$ cat config.mk
export PLATFORM = sky130hd
export DESIGN_NAME = lens_ball_remap_coordinate_core
export DESIGN_NICKNAME = d
export VERILOG_FILES = /design/src/sv/lbrc_pkg.sv /design/src/sv/lens_ball_remap_coordinate_core.sv
export VERILOG_INCLUDE_DIRS = /design/src /design/src/sv
export SDC_FILE = /design/constraint.sdc
export NUM_CORES = 2
export LEC_CHECK = 0
export CELL_PAD_IN_SITES_DETAIL_PLACEMENT = 1
export CELL_PAD_IN_SITES_GLOBAL_PLACEMENT = 2
export CORE_MARGIN = 1.5
export CORE_UTILIZATION = 51
export CTS_BUF_LIST = sky130_fd_sc_hd__clkbuf_4 sky130_fd_sc_hd__clkbuf_8
export CTS_CLUSTER_SIZE = 10
export DETAILED_ROUTE_END_ITERATION = 6
export DONT_BUFFER_PORTS = 1
export PLACE_DENSITY = 0.87
export SYNTH_ARGS = -nofsm -noshare
export SYNTH_HDL_FRONTEND = slang
export SYNTH_MEMORY_MAX_BITS = 65536
export SYNTH_SLANG_ARGS = --single-unit
export TNS_END_PERCENT = 20
$ cat constraint.sdc
create_clock -name i_clk -period 123.1 [get_ports i_clk]
set_clock_uncertainty 0.15 [all_clocks]
set_input_delay 18.465 -clock i_clk [delete_from_list [all_inputs] [get_ports i_clk]]
set_output_delay 18.465 -clock i_clk [all_outputs]
set_load 0.05 [all_outputs]
$ cat src/sv/lens_ball_remap_coordinate_core_defines.svh
// Assertion macros shared by the lens-ball coordinate core
`ifndef LENS_BALL_REMAP_COORDINATE_CORE_DEFINES_SVH
`define LENS_BALL_REMAP_COORDINATE_CORE_DEFINES_SVH
`ifndef ASSERT_OFF
// property must hold at every edge out of reset
`define LBRC_ASSERT(lbl, clk, rst_n, prop) \
    lbl: assert property (@(posedge clk) disable iff (!rst_n) (prop)) \
        else $error("lbrc assertion failed");
// antecedent implies consequent in the same cycle
`define LBRC_ASSERT_IMP(lbl, clk, rst_n, ante, cons) \
    lbl: assert property (@(posedge clk) disable iff (!rst_n) (ante) |-> (cons)) \
        else $error("lbrc implication failed");
`else
`define LBRC_ASSERT(lbl, clk, rst_n, prop)
`define LBRC_ASSERT_IMP(lbl, clk, rst_n, ante, cons)
`endif
`endif

$ cat src/sv/lbrc_pkg.sv
package lbrc_pkg;

    // register indexes
    localparam logic CFG_RADIUS = 1'b0;
    localparam logic CFG_BULGE  = 1'b1;

    localparam logic [6:0] RADIUS_RST = 7'd16;
    localparam logic [6:0] BULGE_RST  = 7'd8;

    // pipeline layout
    localparam int SQ_STEPS = 7;                 // result bits of a 14-bit square root
    localparam int ST_S0    = 1;                 // first root step for s and z
    localparam int ST_D     = ST_S0 + SQ_STEPS;  // row half-span radicand
    localparam int ST_DX0   = ST_D + 1;          // root steps for dx, divide steps
    localparam int ST_FIN   = ST_DX0 + SQ_STEPS; // offsets, row multiply
    localparam int NST      = ST_FIN + 2;        // last stage is the output register

    // square root state: remaining radicand and partial root
    typedef struct packed {
        logic [13:0] n;
        logic [14:0] res;
    } t_sq;

    // divider state: partial remainder and dividend/quotient shift word
    typedef struct packed {
        logic [7:0]  rem;
        logic [13:0] dq;
    } t_dv;

    typedef struct packed {
        logic [6:0]  r;
        logic [6:0]  m;
        logic [7:0]  i;
        logic [7:0]  x;
        logic        err;
        logic [14:0] i2;
        t_sq         s;
        t_sq         z;
        t_sq         d;
        logic        dpos;
        logic [6:0]  zv;
        logic        negi;
        logic        negx;
        t_dv         qi;
        t_dv         qx;
        logic        in_lens;
        logic [15:0] prod;
        logic [15:0] col;
        logic [7:0]  width;
        logic [6:0]  start;
        logic [15:0] index;
    } t_pl;

    // one step of the bit-pair floor square root
    function automatic t_sq sq_step(t_sq a, int k);
        logic [14:0] bitv;
        logic [14:0] sum;
        t_sq         o;
        bitv = 15'(1) << (12 - 2 * k);
        sum  = a.res + bitv;
        if ({1'b0, a.n} >= sum) begin
            o.n   = a.n - sum[13:0];
            o.res = (a.res >> 1) + bitv;
        end else begin
            o.n   = a.n;
            o.res = a.res >> 1;
        end
        return o;
    endfunction

    // one restoring divide step, one quotient bit
    function automatic t_dv dv_step(t_dv a, logic [6:0] z);
        logic [7:0] rsh;
        logic       ge;
        t_dv        o;
        rsh   = {a.rem[6:0], a.dq[13]};
        ge    = rsh >= {1'b0, z};
        o.dq  = {a.dq[12:0], ge};
        o.rem = ge ? rsh - {1'b0, z} : rsh;
        return o;
    endfunction

endpackage

$ cat src/sv/lens_ball_remap_coordinate_core.sv
// Lens-ball coordinate core: one pixel offset in, one remap result out.
// Throughput: one beat per cycle; the pipeline stalls as a whole only while
// the output register holds a beat that is not taken.
// Reset (synchronous, active low) empties the pipeline and sets radius 16, bulge 8.
`include "lens_ball_remap_coordinate_core_defines.svh"
module lens_ball_remap_coordinate_core (
    input  logic              i_clk,
    input  logic              i_rst_n,
    input  logic              i_valid,
    output logic              o_ready,
    input  logic signed [7:0] i_row_offset,
    input  logic signed [7:0] i_col_offset,
    output logic              o_valid,
    input  logic              i_ready,
    output logic              o_inside_res,
    output logic [15:0]       o_source_index,
    output logic [7:0]        o_span_width,
    output logic [6:0]        o_span_start,
    output logic              o_config_error,
    input  logic              i_cfg_valid,
    output logic              o_cfg_ready,
    input  logic              i_cfg_index,
    input  logic [6:0]        i_cfg_data
);
    import lbrc_pkg::*;

    logic [6:0] r_radius;
    logic [6:0] r_bulge;
    logic [NST-1:0] r_vld;
    t_pl r_pl [NST];
    t_pl n_pl [NST];
    logic adv;

    assign o_cfg_ready = 1'b1;

    // configuration registers
    always_ff @(posedge i_clk) begin
        if (!i_rst_n) begin
            r_radius <= RADIUS_RST;
            r_bulge  <= BULGE_RST;
        end else if (i_cfg_valid) begin
            unique case (i_cfg_index)
                CFG_RADIUS: r_radius <= i_cfg_data;
                CFG_BULGE:  r_bulge  <= i_cfg_data;
                default:    r_radius <= r_radius;
            endcase
        end
    end

    // whole pipeline moves unless the output beat is stalled
    assign adv     = !r_vld[NST-1] || i_ready;
    assign o_ready = adv;

    always_comb begin
        logic [7:0]         ai;
        logic [7:0]         ax;
        logic [13:0]        r2;
        logic [13:0]        m2;
        logic [15:0]        x2;
        logic signed [15:0] sa;
        logic signed [16:0] sz;
        logic signed [16:0] dd;
        logic [13:0]        ss;
        logic [6:0]         dx;
        logic [13:0]        qmag;
        logic [15:0]        yq;
        logic [15:0]        xq;
        logic [15:0]        yy;
        logic signed [8:0]  xs;
        logic signed [8:0]  dxs;
        logic [31:0]        pw;

        // entry: squares and the two radicands
        n_pl[0]       = r_pl[0];
        ai            = i_row_offset[7] ? 8'(-i_row_offset) : i_row_offset;
        ax            = i_col_offset[7] ? 8'(-i_col_offset) : i_col_offset;
        r2            = r_radius * r_radius;
        m2            = r_bulge * r_bulge;
        n_pl[0].i2    = 15'(ai * ai);
        x2            = ai * ai + ax * ax;
        sa            = $signed({2'b0, r2}) - $signed({2'b0, m2});
        sz            = $signed({3'b0, r2}) - $signed({1'b0, x2});
        n_pl[0].r     = r_radius;
        n_pl[0].m     = r_bulge;
        n_pl[0].i     = i_row_offset;
        n_pl[0].x     = i_col_offset;
        n_pl[0].err   = r_bulge >= r_radius;
        n_pl[0].s.n   = (sa > 0) ? sa[13:0] : '0;
        n_pl[0].s.res = '0;
        n_pl[0].z.n   = (sz > 0) ? sz[13:0] : '0;
        n_pl[0].z.res = '0;

        for (int k = 1; k < NST; k++) begin
            n_pl[k] = r_pl[k-1];
            if (k >= ST_S0 && k < ST_D) begin
                // roots of r*r - m*m and r*r - x*x - i*i
                n_pl[k].s = sq_step(r_pl[k-1].s, k - ST_S0);
                n_pl[k].z = sq_step(r_pl[k-1].z, k - ST_S0);
            end else if (k == ST_D) begin
                // half-span radicand and the two quotient numerators
                ss = 14'(r_pl[k-1].s.res[6:0] * r_pl[k-1].s.res[6:0]);
                dd = $signed({3'b0, ss}) - $signed({2'b0, r_pl[k-1].i2});
                n_pl[k].dpos  = dd > 0;
                n_pl[k].d.n   = (dd > 0) ? dd[13:0] : '0;
                n_pl[k].d.res = '0;
                n_pl[k].zv    = r_pl[k-1].z.res[6:0];
                ai = r_pl[k-1].i[7] ? 8'(-r_pl[k-1].i) : r_pl[k-1].i;
                ax = r_pl[k-1].x[7] ? 8'(-r_pl[k-1].x) : r_pl[k-1].x;
                n_pl[k].negi   = r_pl[k-1].i[7];
                n_pl[k].negx   = r_pl[k-1].x[7];
                n_pl[k].qi.rem = '0;
                n_pl[k].qi.dq  = 14'(ai * r_pl[k-1].m);
                n_pl[k].qx.rem = '0;
                n_pl[k].qx.dq  = 14'(ax * r_pl[k-1].m);
            end else if (k >= ST_DX0 && k < ST_FIN) begin
                // dx root step, two quotient bits per stage
                n_pl[k].d  = sq_step(r_pl[k-1].d, k - ST_DX0);
                n_pl[k].qi = dv_step(dv_step(r_pl[k-1].qi, r_pl[k-1].zv), r_pl[k-1].zv);
                n_pl[k].qx = dv_step(dv_step(r_pl[k-1].qx, r_pl[k-1].zv), r_pl[k-1].zv);
            end else if (k == ST_FIN) begin
                // span, inside test, source row times diameter
                dx  = r_pl[k-1].d.res[6:0];
                xs  = {r_pl[k-1].x[7], r_pl[k-1].x};
                dxs = {2'b0, dx};
                n_pl[k].in_lens = (dx != '0) && (xs > -dxs) && (xs <= dxs);
                n_pl[k].width   = r_pl[k-1].dpos ? {dx, 1'b0} : '0;
                n_pl[k].start   = r_pl[k-1].dpos ? r_pl[k-1].r - dx : '0;
                qmag = (r_pl[k-1].zv == '0) ? '0 : r_pl[k-1].qi.dq;
                yq   = r_pl[k-1].negi ? 16'(-{2'b0, qmag}) : {2'b0, qmag};
                qmag = (r_pl[k-1].zv == '0) ? '0 : r_pl[k-1].qx.dq;
                xq   = r_pl[k-1].negx ? 16'(-{2'b0, qmag}) : {2'b0, qmag};
                yy   = yq + {9'b0, r_pl[k-1].r};
                pw   = yy * {8'b0, r_pl[k-1].r, 1'b0};
                n_pl[k].prod = pw[15:0];
                n_pl[k].col  = xq + {9'b0, r_pl[k-1].r};
            end else begin
                // final index
                n_pl[k].index = r_pl[k-1].in_lens ? r_pl[k-1].prod + r_pl[k-1].col : '0;
            end
        end
    end

    // pipeline registers with travelling valid bits
    always_ff @(posedge i_clk) begin
        if (!i_rst_n) begin
            r_vld <= '0;
        end else if (adv) begin
            r_vld <= {r_vld[NST-2:0], i_valid};
        end
    end

    always_ff @(posedge i_clk) begin
        if (adv) begin
            for (int k = 0; k < NST; k++) begin
                r_pl[k] <= n_pl[k];
            end
        end
    end

    assign o_valid        = r_vld[NST-1];
    assign o_inside_res   = r_pl[NST-1].in_lens;
    assign o_source_index = r_pl[NST-1].index;
    assign o_span_width   = r_pl[NST-1].width;
    assign o_span_start   = r_pl[NST-1].start;
    assign o_config_error = r_pl[NST-1].err;

    // an outside pixel never points into the captured square
    `LBRC_ASSERT_IMP(a_outside_zero, i_clk, i_rst_n, o_valid && !o_inside_res, o_source_index == '0)
    // an inside pixel sits on a non-empty row of a valid lens
    `LBRC_ASSERT_IMP(a_inside_span, i_clk, i_rst_n, o_valid && o_inside_res, o_span_width != '0 && !o_config_error)
    // span width is always even
    `LBRC_ASSERT_IMP(a_width_even, i_clk, i_rst_n, o_valid, !o_span_width[0])
    // no beat enters while the output beat is held
    `LBRC_ASSERT(a_stall_blocks, i_clk, i_rst_n, !(o_valid && !i_ready && o_ready))
endmodule
[Word level (Yosys, flattened, before mapping)]
Memories as Yosys holds them, arrays and structs flattened.
Index checks and enable logic that the tools add are counted.
Word-level totals
  bits in registers: 32
  latch bits: 0
  memory bits (writable): 4518
  memory bits (read-only): 0
  input port bits: 29
  output and inout port bits: 36
  word-level logic and storage cells: 248
  memories kept: 1
Cells by class
  add/sub/neg operators: 106
  $mul: 9
  divide/modulo/power cells: 0
  order comparisons: 55
  equality and inequality tests: 0
  shifts and indexed selects: 0
  mux-type cells: 65
  bitwise logic cells: 1
  reduce and logical (&&, ||, !) cells: 8
Memory list
  r_pl: words 18, width 251, rd ports 18, clocked after Yosys merged registers in 0, wr ports 18, RTL line lens_ball_remap_coordinate_core.sv:30  | t_pl r_pl [NST];
Operators by type and width (count)
  $mux W29: 21
  $ge A14 B15 Y1: 21
  $sub A14 B14 Y14: 21
  $ge A8 B7 Y1: 28
  $mux W8: 19
  $sub A8 B7 Y8: 14
  $mux W7: 15
  $sub A7 B7 Y7: 15
  $mux W14: 5
  $mux W16: 3
  $add A14 B1 Y15 const B: 3
  $add A14 B11 Y15 const B: 3
  $add A14 B13 Y15 const B: 3
  $add A14 B3 Y15 const B: 3
  $add A14 B5 Y15 const B: 3
  $add A14 B7 Y15 const B: 3
  $add A14 B9 Y15 const B: 3
  $add A15 B1 Y15 const B: 3
  $add A15 B11 Y15 const B: 3
  $add A15 B13 Y15 const B: 3
  $add A15 B3 Y15 const B: 3
  $add A15 B5 Y15 const B: 3
  $add A15 B7 Y15 const B: 3
  $add A15 B9 Y15 const B: 3
  other kinds (27): 40

[Depth between registers and ports, before layout]
  depth in word-level cells: 7
  mapped depth: 34
  depth with buffers taken out: 33

[Least setup slack after synthesis]
No wires, ideal clock.
  path kind: input to output
  from: input i_ready
  to: output o_ready
  data arrival time: 54.764 ns
  data required time: 104.485 ns
  path slack: 49.721 ns
  cell stages on the path: 4
  buffers on the path: 2
  path through: nor2b_1 > clkbuf_1 > clkinv_1 > clkbuf_1
Between the ends
  word-level cells in the longest chain between the ends: 1
Ends and longest elaborated chain
  start, declared: RTL line lens_ball_remap_coordinate_core.sv:14  | input logic i_ready,
  $logic_or A1 B1 Y1: RTL line lens_ball_remap_coordinate_core.sv:51  | assign adv = !r_vld[NST-1] || i_ready;
  end, declared: RTL line lens_ball_remap_coordinate_core.sv:10  | output logic o_ready,
Every way passes these cells.

[Worst setup path in the final report]
Same ends and word-level chain as after synthesis.

==> results.md <==
* Post-route insts no fill at 7977
* MaxCap Viol Count at 0
* Initial drt markers at around 2000
* FF-to-FF path depth at 28
* Area grow syn2layout at 9.67%
* Core box area at between 100000 and 150000 um2
* Cts repair resizes at 0
* Minimum clock period at 37.79 ns
* Setup-failing EPs final at 0
* First-pass GRT wire length at 240 mm
* Worst reg2reg path startpoint: r_pl[15][149]
* Tcrit/Tclk final at between 30% and 40%
* Fin Setup TNS at 0 ns
* Routed WL at between 100 and 150 mm
* Required time worst endpoint at around 100 ns
* Top cell type's share of synthesized area at roughly 54%
* Post-synth EDFFs at approximately 1300
* Nets at 6856
* Synth Instances at 5719
* WL met1 at between 50 and 60 mm
* Fin Hold WS at between 0.2 and 0.25 ns
* Final core occ at a little under three fifths
* H-tree depth at 4
* Number of global-route vias before repair at about 47000
* RSZ-0062 raised after global routing: no
* Area leader, netlist: edfxtp_1
* Pre-Repair DR Iteration Count at 5
* R2R setup slack at approximately 110 ns
* CTS max path bufs at 3
* Cell variety after synth at 75
* HP Class: flop to flop
* Syn. warnings at 0
* Sequential-to-total area share from yosys stat at ~55%
* Status: completed
* Synthesized cell area at between 70000 and 80000 um2
* Per-cell routed wire length at roughly 19 um
* DIE AREA at roughly 150000 um2
* CP max FO at 56
* IO Count at 65
* Die H at approximately 380 um
* Width of the die at 381 um
* Top sig layer: met4
* DR vias at 42200
* Mean Syn Cell Area at approximately 13 um2
* Largest net degree at the start of global routing at approximately 160
* Setup crit end kind: output port
* Via/cell ratio at between 5 and 6
* Starting Density at 51.4%
* Antenna violation net count after detailed routing at 0
* Gr ovfl total at 0
* FF-to-FF End: r_pl[16][62]
* Crit-path leading delay family: buffers and inverters
* Routed wl met2 at between 80 and 90 mm
* TritonCTS Buffers at around 220
* Post-CTS setup buffers at 0
* # placed instances at between 7000 and 8000
* Worst hold path depth at 0
* Worst setup path class: input pin to output port
* Antenna violations before repair at 1
* Met3 WL at about 4.1 mm
* Clock Sinks at about 1300
* Root Buffer: clkbuf_8
* Least-Margin Pin Slew at about 1.3 ns
* Final Wtd Congestion at a little over 0.8
* Port buffer count at 0
* Final Hold Viols at 0
* FP Rows at around 140
* Hpwl dp at around 110 mm
* DR DRC count at 0
* Slowest CP cell: inv_8
* Hold EP: r_pl[14][96]
* Clk_lat worst skew at 0.98 ns
* Worst path cell trace: nor2b_1 -> buf_4 -> inv_8
* Synth area leaders: edfxtp_1 (54%), ha_1 (11%), fa_1 (8.3%), inv_1 (3.6%), xnor2_1 (2.8%)
* CP max stage delay at between 0.3 and 0.4 ns
* Worst Min Path Start: r_pl[13][94]
* Share of cells above drive strength 1 at 7.43%
* Yosys reg bits at 1349
* Async SR Flop Fraction at 0%
* All-layer global routing usage at between 20% and 30%
* Worst Path Buf+Inv at 2
* Startpoint types: input pin
* Max Freq at between 20 and 30 MHz
* CTS tree: built
* Relative slew slack at a little under an eighth
* Final count of pins violating max slew at 0
* WP data arrival at roughly 19 ns
* Hold buffer count at CTS at 0
* Clock Pin Slew Worst Setup and Hold Paths at 0.06 ns
* Predominant post-synthesis flop cell: edfxtp_1
-- synth_stat cells, types with 7 or more instances --
master	n
or4_1	16
nand2b_1	90
nor2_1	324
a21o_1	118
and2_1	100
o21bai_1	24
nand3_1	54
o31ai_1	20
o21a_1	56
o21ai_0	266
nor3b_1	7
a21boi_0	36
clkbuf_1	77
or3_1	18
and3_1	9
nor2b_1	105
a31oi_1	13
a41oi_1	7
mux2_2	41
nand4_1	44
edfxtp_1	1317
or2_2	15
nor4b_1	10
a21oi_1	235
xnor2_1	230
nand2_1	433
nand3b_1	14
inv_1	708
xor2_1	151
fa_1	303
nor3_1	75
nor4_1	28
mux2i_1	30
dfxtp_1	32
ha_1	615
nand4b_1	12
-- cells in the final DEF, fill, tap and decap left out, types with 36 or more instances in the layout --
| master | count |
|---|---|
| a21boi_0 | 36 |
| a21o_1 | 118 |
| a21oi_1 | 235 |
| and2_1 | 100 |
| clkbuf_4 | 70 |
| clkbuf_8 | 217 |
| clkinv_1 | 53 |
| edfxtp_1 | 1317 |
| fa_1 | 303 |
| ha_1 | 615 |
| inv_1 | 708 |
| mux2_2 | 41 |
| nand2_1 | 433 |
| nand2b_1 | 90 |
| nand3_1 | 54 |
| nand4_1 | 44 |
| nor2_1 | 324 |
| nor2b_1 | 105 |
| nor3_1 | 75 |
| o21a_1 | 56 |
| o21ai_0 | 266 |
| xnor2_1 | 230 |
| xor2_1 | 151 |
-- state kept, by name (all words and copies together), names as in the netlist --
name,count
r_pl,1317
r_vld,18
r_bulge,7
r_radius,7
-- final cells by class --
class | count | area [um2]
clock buffer | 287 | 3510
timing repair buffer | 33 | 260
sequential | 1349 | 40200
tap | 1890 | 2360
fill | 14300 | 61800
clock inverter | 109 | 1130
inverter | 711 | 2680
multi-input combinational | 3597 | 29800
antenna | 1 | 2.50
-- stage by stage --
step	cell area, um2	worst slack (ns)
after floorplan	73000	49.72
after global placement	75300	85.33
after detailed placement	75300	85.32
after CTS	79900	85.32
after global routing	79900	85.28
final	79900	85.31
-- how the worst max path moves through the flow --
| stage | slack [ns] | endpoint | depth (start not counted) | start |
|---|---|---|---|---|
| after floorplan | 49.72 | o_ready | 4 | i_ready |
| after global placement | 85.33 | o_ready | 3 | i_ready |
| after detailed placement | 85.32 | o_ready | 3 | i_ready |
| after CTS | 85.32 | o_ready | 3 | i_ready |
| after global routing | 85.28 | o_ready | 3 | i_ready |
| final | 85.31 | o_ready | 3 | i_ready |
-- layer usage --
layer  vias to the layer above  global-route usage, %
met5                         -                      0
met4                         0                   8.02
met3                       266                   3.33
met2                       529                   39.4
met1                     21100                   22.8
li1                      20400                      -
-- worst register-to-register path: cells and delay by family (launching register included) --
family | cells | cell delay, ns
AND/OR/NAND/NOR | 10 | 3.11
adder cells (fa/ha/maj) | 7 | 2.97
AO/OA/AOI/OAI | 7 | 1.90
XOR/XNOR | 2 | 0.57
flip-flops | 1 | 0.41
buffers and inverters | 2 | 0.14
-- logic make-up after synthesis --
family	Yosys count	share of synthesized area, %
and+or+nand+nor	1370	9.16
DFF	1349	55.1
adders and majority gates	918	18.9
AOI/OAI and AO/OA	832	6.97
buffers and inverters	791	4.08
xor gates and xnor gates	386	4.72
muxes	71	1.05
other	2	0.0103
Power is not shown: default switching activity piles up to over one toggle a cycle in this logic, so the estimate is an artifact.
